--- src/sv/sttw_pkg.sv ---
// Package for the sync trigger window tracker.
// Holds field widths, register defaults, register indexes, FSM states and the
// command/status bundles shared by the controller and the datapath.
`default_nettype none

package sttw_pkg;

  localparam int OFFS_W      = 24;
  localparam int LIMIT_W     = 4;
  localparam int MISS_W      = 4;
  localparam int IN_TIME_W   = 48;
  localparam int DEV_TIME_W  = 48;
  localparam int SECS_W      = 32;
  localparam int IN_TDATA_W  = 56;
  localparam int OUT_TDATA_W = 80;
  localparam int APB_ADDR_W  = 4;
  localparam int APB_DATA_W  = 32;

  localparam int DEF_TIME_BITS  = 48;
  localparam int DEF_COUNT_BITS = 32;

  localparam logic [OFFS_W-1:0]  RST_OPEN_OFFSET  = 24'd500000;
  localparam logic [OFFS_W-1:0]  RST_CLOSE_OFFSET = 24'd1500000;
  localparam logic [OFFS_W-1:0]  RST_MISS_PERIOD  = 24'd1000000;
  localparam logic [LIMIT_W-1:0] RST_MISS_LIMIT   = 4'd2;

  localparam logic [MISS_W-1:0]  MISS_SAT = '1;

  typedef enum logic [1:0] {
    REG_OPEN_OFFSET  = 2'd0,
    REG_CLOSE_OFFSET = 2'd1,
    REG_MISS_PERIOD  = 2'd2,
    REG_MISS_LIMIT   = 2'd3
  } reg_idx_t;

  typedef enum logic [2:0] {
    ST_IDLE,
    ST_EXEC,
    ST_LOOP,
    ST_EMIT_STOP,
    ST_EMIT_MATCH
  } state_t;

  typedef struct packed {
    logic [OFFS_W-1:0]  open_offset;
    logic [OFFS_W-1:0]  close_offset;
    logic [OFFS_W-1:0]  miss_period;
    logic [LIMIT_W-1:0] miss_limit;
  } cfg_t;

  typedef struct packed {
    logic capture;
    logic set_last;
    logic start_session;
    logic stop_session;
    logic miss_step;
    logic match_update;
    logic load_out;
    logic out_mapping;
  } cmd_t;

  typedef struct packed {
    logic op;
    logic started;
    logic trig;
    logic session_on;
    logic error_latched;
    logic past_close;
    logic before_open;
    logic out_free;
  } sts_t;

endpackage

`default_nettype wire

--- src/sv/sttw_regs.sv ---
// APB configuration registers of the sync trigger window tracker.
// Depends on sttw_pkg for widths, defaults and register indexes.
`default_nettype none

module sttw_regs
  import sttw_pkg::*;
(
  input  wire logic                  clk,
  input  wire logic                  rst,
  input  wire logic                  psel,
  input  wire logic                  penable,
  input  wire logic                  pwrite,
  input  wire logic [APB_ADDR_W-1:0] paddr,
  input  wire logic [APB_DATA_W-1:0] pwdata,
  output logic      [APB_DATA_W-1:0] prdata,
  output logic                       pready,
  output cfg_t                       cfg
);

  reg_idx_t idx;
  logic     wr_en;

  assign pready = 1'b1;
  assign idx    = reg_idx_t'(paddr[3:2]);
  assign wr_en  = psel & penable & pwrite & pready;

  always_ff @(posedge clk) begin
    if (rst) begin
      cfg.open_offset  <= RST_OPEN_OFFSET;
      cfg.close_offset <= RST_CLOSE_OFFSET;
      cfg.miss_period  <= RST_MISS_PERIOD;
      cfg.miss_limit   <= RST_MISS_LIMIT;
    end else if (wr_en) begin
      case (idx)
        REG_OPEN_OFFSET:  cfg.open_offset  <= pwdata[OFFS_W-1:0];
        REG_CLOSE_OFFSET: cfg.close_offset <= pwdata[OFFS_W-1:0];
        REG_MISS_PERIOD:  cfg.miss_period  <= pwdata[OFFS_W-1:0];
        REG_MISS_LIMIT:   cfg.miss_limit   <= pwdata[LIMIT_W-1:0];
        default: ;
      endcase
    end
  end

  always_comb begin
    case (idx)
      REG_OPEN_OFFSET:  prdata = APB_DATA_W'(cfg.open_offset);
      REG_CLOSE_OFFSET: prdata = APB_DATA_W'(cfg.close_offset);
      REG_MISS_PERIOD:  prdata = APB_DATA_W'(cfg.miss_period);
      REG_MISS_LIMIT:   prdata = APB_DATA_W'(cfg.miss_limit);
      default:          prdata = '0;
    endcase
  end

endmodule

`default_nettype wire

--- src/sv/sttw_ctrl.sv ---
// Controller FSM of the sync trigger window tracker.
// Depends on sttw_pkg for the state enum and the command/status bundles.
`default_nettype none

module sttw_ctrl
  import sttw_pkg::*;
(
  input  wire logic clk,
  input  wire logic rst,
  input  wire logic s_tvalid,
  output logic      s_tready,
  input  wire sts_t sts,
  output cmd_t      cmd
);

  state_t state, state_next;

  always_ff @(posedge clk) begin
    if (rst) begin
      state <= ST_IDLE;
    end else begin
      state <= state_next;
    end
  end

  always_comb begin
    state_next = state;
    cmd        = '0;
    s_tready   = 1'b0;
    case (state)
      ST_IDLE: begin
        s_tready = 1'b1;
        if (s_tvalid) begin
          cmd.capture = 1'b1;
          state_next  = ST_EXEC;
        end
      end
      ST_EXEC: begin
        if (sts.op) begin
          if (sts.started && !sts.session_on) begin
            cmd.start_session = 1'b1;
            state_next        = ST_IDLE;
          end else if (!sts.started && sts.session_on) begin
            cmd.stop_session = 1'b1;
            state_next       = ST_EMIT_STOP;
          end else begin
            state_next = ST_IDLE;
          end
        end else begin
          cmd.set_last = 1'b1;
          state_next   = sts.session_on ? ST_LOOP : ST_IDLE;
        end
      end
      ST_LOOP: begin
        // one missed window per cycle
        if (!sts.error_latched && sts.past_close) begin
          cmd.miss_step = 1'b1;
        end else if (sts.trig && !sts.error_latched && !sts.before_open) begin
          state_next = ST_EMIT_MATCH;
        end else begin
          state_next = ST_IDLE;
        end
      end
      ST_EMIT_STOP: begin
        if (sts.out_free) begin
          cmd.load_out    = 1'b1;
          cmd.out_mapping = 1'b0;
          state_next      = ST_IDLE;
        end
      end
      ST_EMIT_MATCH: begin
        if (sts.out_free) begin
          cmd.load_out     = 1'b1;
          cmd.out_mapping  = 1'b1;
          cmd.match_update = 1'b1;
          state_next       = ST_IDLE;
        end
      end
      default: begin
        state_next = ST_IDLE;
      end
    endcase
  end

endmodule

`default_nettype wire

--- src/sv/sttw_dp.sv ---
// Datapath of the sync trigger window tracker: item capture, window state,
// saturating window sums, miss counting and the output register.
// Depends on sttw_pkg; driven by sttw_ctrl through cmd_t / sts_t.
`default_nettype none

module sttw_dp
  import sttw_pkg::*;
#(
  parameter int TIME_BITS  = DEF_TIME_BITS,
  parameter int COUNT_BITS = DEF_COUNT_BITS
) (
  input  wire logic                   clk,
  input  wire logic                   rst,
  input  wire cfg_t                   cfg,
  input  wire cmd_t                   cmd,
  output sts_t                        sts,
  input  wire logic                   in_op,
  input  wire logic [IN_TIME_W-1:0]   in_time,
  input  wire logic                   in_trig,
  input  wire logic                   in_started,
  output logic                        out_valid,
  input  wire logic                   out_ready,
  output logic                        out_mapping,
  output logic      [DEV_TIME_W-1:0]  out_time,
  output logic      [SECS_W-1:0]      out_secs
);

  function automatic logic [TIME_BITS-1:0] sat_add(input logic [TIME_BITS-1:0] a,
                                                   input logic [OFFS_W-1:0]    b);
    logic [TIME_BITS:0] s;
    s = {1'b0, a} + (TIME_BITS+1)'(b);
    return s[TIME_BITS] ? {TIME_BITS{1'b1}} : s[TIME_BITS-1:0];
  endfunction

  logic                  item_op;
  logic [TIME_BITS-1:0]  item_t;
  logic                  item_trig;
  logic                  item_started;

  logic                  session_on;
  logic [TIME_BITS-1:0]  last_time;
  logic [TIME_BITS-1:0]  win_open;
  logic [TIME_BITS-1:0]  win_close;
  logic [COUNT_BITS-1:0] trigger_number;
  logic [MISS_W-1:0]     miss_count;
  logic                  error_latched;

  logic [MISS_W-1:0]     miss_inc;
  logic                  hit_limit;

  assign miss_inc  = (miss_count == MISS_SAT) ? MISS_SAT : miss_count + 1'b1;
  assign hit_limit = (miss_inc >= MISS_W'(cfg.miss_limit));

  always_ff @(posedge clk) begin
    if (cmd.capture) begin
      item_op      <= in_op;
      item_t       <= TIME_BITS'(in_time);
      item_trig    <= in_trig;
      item_started <= in_started;
    end
  end

  always_ff @(posedge clk) begin
    if (rst) begin
      session_on     <= 1'b0;
      last_time      <= '0;
      win_open       <= '0;
      win_close      <= '0;
      trigger_number <= '0;
      miss_count     <= '0;
      error_latched  <= 1'b0;
    end else begin
      if (cmd.set_last) begin
        last_time <= item_t;
      end
      if (cmd.start_session) begin
        session_on     <= 1'b1;
        win_open       <= sat_add(last_time, cfg.open_offset);
        win_close      <= sat_add(last_time, cfg.close_offset);
        trigger_number <= COUNT_BITS'(1);
        miss_count     <= '0;
        error_latched  <= 1'b0;
      end
      if (cmd.stop_session) begin
        session_on <= 1'b0;
      end
      if (cmd.miss_step) begin
        miss_count <= miss_inc;
        if (hit_limit) begin
          error_latched <= 1'b1;
        end else begin
          trigger_number <= trigger_number + 1'b1;
          win_open       <= sat_add(win_open, cfg.miss_period);
          win_close      <= sat_add(win_close, cfg.miss_period);
        end
      end
      if (cmd.match_update) begin
        miss_count     <= '0;
        trigger_number <= trigger_number + 1'b1;
        win_open       <= sat_add(item_t, cfg.open_offset);
        win_close      <= sat_add(item_t, cfg.close_offset);
      end
    end
  end

  // output register
  always_ff @(posedge clk) begin
    if (rst) begin
      out_valid <= 1'b0;
    end else if (cmd.load_out) begin
      out_valid <= 1'b1;
    end else if (out_ready) begin
      out_valid <= 1'b0;
    end
  end

  always_ff @(posedge clk) begin
    if (cmd.load_out) begin
      out_mapping <= cmd.out_mapping;
      out_time    <= cmd.out_mapping ? DEV_TIME_W'(item_t) : '0;
      out_secs    <= cmd.out_mapping ? SECS_W'(trigger_number) : '0;
    end
  end

  always_comb begin
    sts.op            = item_op;
    sts.started       = item_started;
    sts.trig          = item_trig;
    sts.session_on    = session_on;
    sts.error_latched = error_latched;
    sts.past_close    = (item_t > win_close);
    sts.before_open   = (item_t < win_open);
    sts.out_free      = !out_valid || out_ready;
  end

  a_match_clears_miss: assert property (@(posedge clk) disable iff (rst)
    cmd.match_update |=> (miss_count == '0))
    else $error("miss count not cleared after a match");

  a_error_from_miss: assert property (@(posedge clk) disable iff (rst)
    $rose(error_latched) |-> $past(cmd.miss_step))
    else $error("error latched without a miss step");

  a_start_number: assert property (@(posedge clk) disable iff (rst)
    cmd.start_session |=> (trigger_number == COUNT_BITS'(1)))
    else $error("trigger number not one after session start");

  a_load_when_free: assert property (@(posedge clk) disable iff (rst)
    cmd.load_out |-> (!out_valid || out_ready))
    else $error("output register overwritten while stalled");

endmodule

`default_nettype wire

--- src/sv/sync_trigger_window_tracker_unit.sv ---
// Sync trigger window tracker, top level. Instantiates sttw_regs, sttw_ctrl, sttw_dp.
// Session event: a start opens the session; a stop closes it, then loads its transaction
// into the output register. A data sample sets the last time; in a session it then steps
// through each missed window (at most 15) and emits on a match; a full output register
// holds the emit state. A new item is accepted only in idle, after the last one is through.
// Reset (rst, synchronous): session closed, window state zero, registers to defaults.
`default_nettype none

module sync_trigger_window_tracker_unit
  import sttw_pkg::*;
#(
  parameter int TIME_BITS  = DEF_TIME_BITS,
  parameter int COUNT_BITS = DEF_COUNT_BITS
) (
  input  wire logic                   clk,
  input  wire logic                   rst,
  input  wire logic                   s_tvalid,
  output logic                        s_tready,
  input  wire logic [IN_TDATA_W-1:0]  s_tdata,   // sample_time[47:0], sync_trigger[48],
                                                 // session_started[49], zero pad
  input  wire logic                   s_tuser,   // op
  output logic                        m_tvalid,
  input  wire logic                   m_tready,
  output logic      [OUT_TDATA_W-1:0] m_tdata,   // device_time[47:0], session_seconds[79:48]
  output logic                        m_tuser,   // mapping_valid
  input  wire logic                   psel,
  input  wire logic                   penable,
  input  wire logic                   pwrite,
  input  wire logic [APB_ADDR_W-1:0]  paddr,
  input  wire logic [APB_DATA_W-1:0]  pwdata,
  output logic      [APB_DATA_W-1:0]  prdata,
  output logic                        pready
);

  cfg_t                   cfg;
  cmd_t                   cmd;
  sts_t                   sts;
  logic [DEV_TIME_W-1:0]  out_time;
  logic [SECS_W-1:0]      out_secs;

  sttw_regs u_regs (
    .clk     (clk),
    .rst     (rst),
    .psel    (psel),
    .penable (penable),
    .pwrite  (pwrite),
    .paddr   (paddr),
    .pwdata  (pwdata),
    .prdata  (prdata),
    .pready  (pready),
    .cfg     (cfg)
  );

  sttw_ctrl u_ctrl (
    .clk      (clk),
    .rst      (rst),
    .s_tvalid (s_tvalid),
    .s_tready (s_tready),
    .sts      (sts),
    .cmd      (cmd)
  );

  sttw_dp #(
    .TIME_BITS  (TIME_BITS),
    .COUNT_BITS (COUNT_BITS)
  ) u_dp (
    .clk         (clk),
    .rst         (rst),
    .cfg         (cfg),
    .cmd         (cmd),
    .sts         (sts),
    .in_op       (s_tuser),
    .in_time     (s_tdata[IN_TIME_W-1:0]),
    .in_trig     (s_tdata[IN_TIME_W]),
    .in_started  (s_tdata[IN_TIME_W+1]),
    .out_valid   (m_tvalid),
    .out_ready   (m_tready),
    .out_mapping (m_tuser),
    .out_time    (out_time),
    .out_secs    (out_secs)
  );

  assign m_tdata = {out_secs, out_time};

endmodule

`default_nettype wire
--- config.mk ---
export PLATFORM = sky130hd
export DESIGN_NAME = sync_trigger_window_tracker_unit
export DESIGN_NICKNAME = d
export VERILOG_FILES = /design/src/sv/sttw_pkg.sv /design/src/sv/sttw_regs.sv /design/src/sv/sttw_ctrl.sv /design/src/sv/sttw_dp.sv /design/src/sv/sync_trigger_window_tracker_unit.sv
export SDC_FILE = /design/constraint.sdc
export NUM_CORES = 2
export LEC_CHECK = 0
export ABC_CLOCK_PERIOD_IN_PS = 5400
export BUFFER_PORTS_ARGS = -buffer_cell sky130_fd_sc_hd__clkbuf_2
export CAP_MARGIN = 0
export CORE_MARGIN = 10
export CORE_UTILIZATION = 56
export DETAILED_ROUTE_END_ITERATION = 16
export PLACE_DENSITY = 0.78
export SYNTH_ARGS = -nofsm -noshare
export SYNTH_HDL_FRONTEND = slang
export SYNTH_SLANG_ARGS = --single-unit
--- constraint.sdc ---
create_clock -name clk -period 5.4 [get_ports clk]
set_input_delay 0.54 -clock clk [delete_from_list [all_inputs] [get_ports clk]]
set_output_delay 0.54 -clock clk [all_outputs]
set_load 0.005 [all_outputs]
==> results.json <==
{
  "viasPerCell": 6.500,
  "setup_viol": 0,
  "chipHeight_um": 245.9,
  "synth_cells": 3505,
  "post-route-drc-count": 0,
  "wl_per_cell_um": 22.85,
  "grt_pass1_wl_um": 150700,
  "outcome": "complete, no violations",
  "worst_pin_slew_ps": 1265,
  "required_ps": 5840,
  "antenna_left": 0,
  "synthFlopType": "dfxtp_1",
  "rsz0062_at_grt": "false",
  "first_global_vias": 26091,
  "drt_iter0_drc": 3252,
  "yosysSeqAreaShare_pct": 32.23,
  "htree_levels": 2,
  "cts_inserted_buffers": 46,
  "finClkSkew_ps": 16.53,
  "cp-startpoint": "u_regs.cfg[4]",
  "area_delta_synth_final_pct": 10.51,
  "maxSlewHeadroom_pct": 15.67,
  "fin_util_pct": 62.81,
  "max_freq_mhz": 211.3,
  "finalCriticalPeriod_ps": 4732,
  "worstHoldStart": "s_tdata[25]",
  "hold_class": "input port to flop",
  "cp_data_arrival_time_ps": 5170,
  "rr_startpoint": "u_regs.cfg[4]",
  "synth_cell_types": 92,
  "cts.repair_timing.setup_buffer_count": 0,
  "leakage_nw": 12.84,
  "vias": 28067,
  "synthArstFlopShare_pct": 0,
  "drv_slew": 0,
  "clock_path_buffers": 3,
  "cap_violations": 0,
  "clock-sinks": 394,
  "grt_max_degree": 85,
  "grt_usage_pct": 31.40,
  "ios": 216,
  "wl_um": 98650,
  "place.detailed.hpwl_um": 71790,
  "cts_root_buf": "clkbuf_16",
  "numPortBuffers": 190,
  "multi_input_area_um2": 18100,
  "antenna_found_initial": 1,
  "firstDrtPassIters": 6,
  "synth_area_per_cell_um2": 8.152,
  "cp-end-kind": "flop",
  "cts_hold_buf": 0,
  "seq_area_um2": 9209,
  "fin_setup_tns_ps": 0,
  "fp.coreArea_um2": 50270,
  "cts_tree": "yes",
  "hold_depth": 1,
  "cts_resized": 0,
  "fill_cells": 4497,
  "path_max_fanout": 23,
  "final-hold-violation-count": 0,
  "clk_latency_ps": 600,
  "max-vdd-ir-drop_mv": 0.2626,
  "syn_area_um2": 28570,
  "gp_routability_congestion": 1.018,
  "final_common_cell": "nand2_1",
  "fin_crit_sh_pct": 87.62,
  "power_density_nw_per_um2": 250.1,
  "fin_nets": 3959,
  "ys_ff_latch": 394,
  "num_rows": 82,
  "reg2reg_depth": 12,
  "p_total_w": 0.007897,
  "initial_core_util_pct": 56.83,
  "clkTransAtPathRegs_ps": 60,
  "synth-edff-count": 132,
  "yosys_warnings": 0,
  "mostFrequentLayoutCells": "nand2_1, a21oi_1, o21ai_0, dfxtp_1, ha_1",
  "fp.dieArea_um2": 60460,
  "grt.overflow.total": 0,
  "drive_gt1_share_pct": 10.62,
  "die_x_um": 245.9,
  "crit_path_start_kind": "flop",
  "critical_path_class": "flop to flop"
}
[stage by stage]
step | worst slack (ps) | std cells | hold slack (ps) | area (µm²)
final | 668.3 | 4318 | 116.0 | 31580
after floorplan | 260.3 | 3512 | 453.1 | 28600
after global routing | 449.3 | 4317 | 108.7 | 31570
after detailed placement | 900.7 | 4232 | 489.6 | 30010
after global placement | 860.9 | 4232 | 474.0 | 30010
after CTS | 824.6 | 4317 | 94.55 | 31570
[layer usage]
layer | GRT usage (%) | routed length (µm)
met4 | 15.28 | 5192
met3 | 5.213 | 9780
met2 | 48.62 | 43120
met1 | 41.86 | 40560
met5 | 0 | 0
[synthesized netlist by cell type (all sizes together), types with 11 or more instances]
| cell type | count | area share, % |
|---|---|---|
| a41oi | 11 | 0.36 |
| xnor2 | 117 | 3.6 |
| nor3 | 70 | 1.3 |
| a31oi | 40 | 0.88 |
| clkbuf | 143 | 1.9 |
| a21o | 85 | 2.2 |
| inv | 126 | 1.7 |
| o21bai | 21 | 0.55 |
| a21oi | 322 | 5.6 |
| dfxtp | 262 | 18 |
| and2 | 21 | 0.46 |
| edfxtp | 132 | 14 |
| o21ai | 300 | 5.3 |
| nand2b | 20 | 0.44 |
| a221o | 23 | 0.81 |
| buf | 54 | 1.2 |
| mux2i | 34 | 1.2 |
| o21a | 35 | 0.95 |
| nand4 | 59 | 1.3 |
| o221ai | 38 | 1.2 |
| o22ai | 39 | 0.85 |
| and4 | 18 | 0.55 |
| a211o | 11 | 0.34 |
| ha | 245 | 11 |
| a211oi | 35 | 0.92 |
| nand2 | 466 | 6.1 |
| nor4 | 11 | 0.24 |
| nand3 | 99 | 1.8 |
| or3 | 19 | 0.42 |
| xor2 | 77 | 2.4 |
| o211ai | 36 | 0.96 |
| nor2 | 223 | 3.1 |
| nor2b | 29 | 0.63 |
| and3 | 127 | 2.8 |
| nand3b | 36 | 0.95 |
[cell families after synthesis]
family	share of synthesized area, %
buffers and inverters	4.773
muxes	1.782
xor gates and xnor gates	5.947
adders and majority gates	11.15
DFF	32.23
AOI/OAI and AO/OA	23.45
and+or+nand+nor	20.65
other	0.02628
[power breakdown]
part / switching (W) / internal (W) / total, W
combinational: 0.000759 / 0.000496 / 0.00125
clock: 0.00138 / 0.00193 / 0.00332
sequential: 0.000163 / 0.00316 / 0.00333
[critical path, stage by stage, from the launching register on]
cell	delay, ps
dfxtp_1	350
ha_1	260
fa_1	440
a211oi_1	260
nor2_1	100
o311ai_0	770
a31oi_1	280
o2111a_1	440
and4_1	560
nor2_2	660
a211oi_1	140
o21ai_0	200
o22ai_1	100
[final cells by class]
cell class | count | area share (%)
multi-input combinational | 2794 | 57.32
sequential | 394 | 29.16
timing repair buffer | 245 | 4.367
clock buffer | 56 | 3.927
tap | 672 | 2.663
inverter | 127 | 1.510
clock inverter | 29 | 1.038
antenna | 1 | 0.007925
[registers in the layout, summed over array words and instances (netlist names), 3 cells and up]
signal	count
u_dp.win_close	48
u_dp.out_secs	32
u_ctrl.state	3
u_dp.out_time	48
u_dp.win_open	48
u_dp.trigger_number	32
u_dp.miss_count	4
u_regs.cfg	76
u_dp.item_t	48
u_dp.last_time	48
[path summary, 6_finish.rpt]
path | end | slack [ps]
max reg2reg | u_dp.win_close[39] | 670
max | u_dp.win_close[39] | 670
min | u_dp.item_t[25] | 120
min reg2reg | u_regs.cfg[63] | 500
No activity file was read; power rests on OpenSTA's default activity.
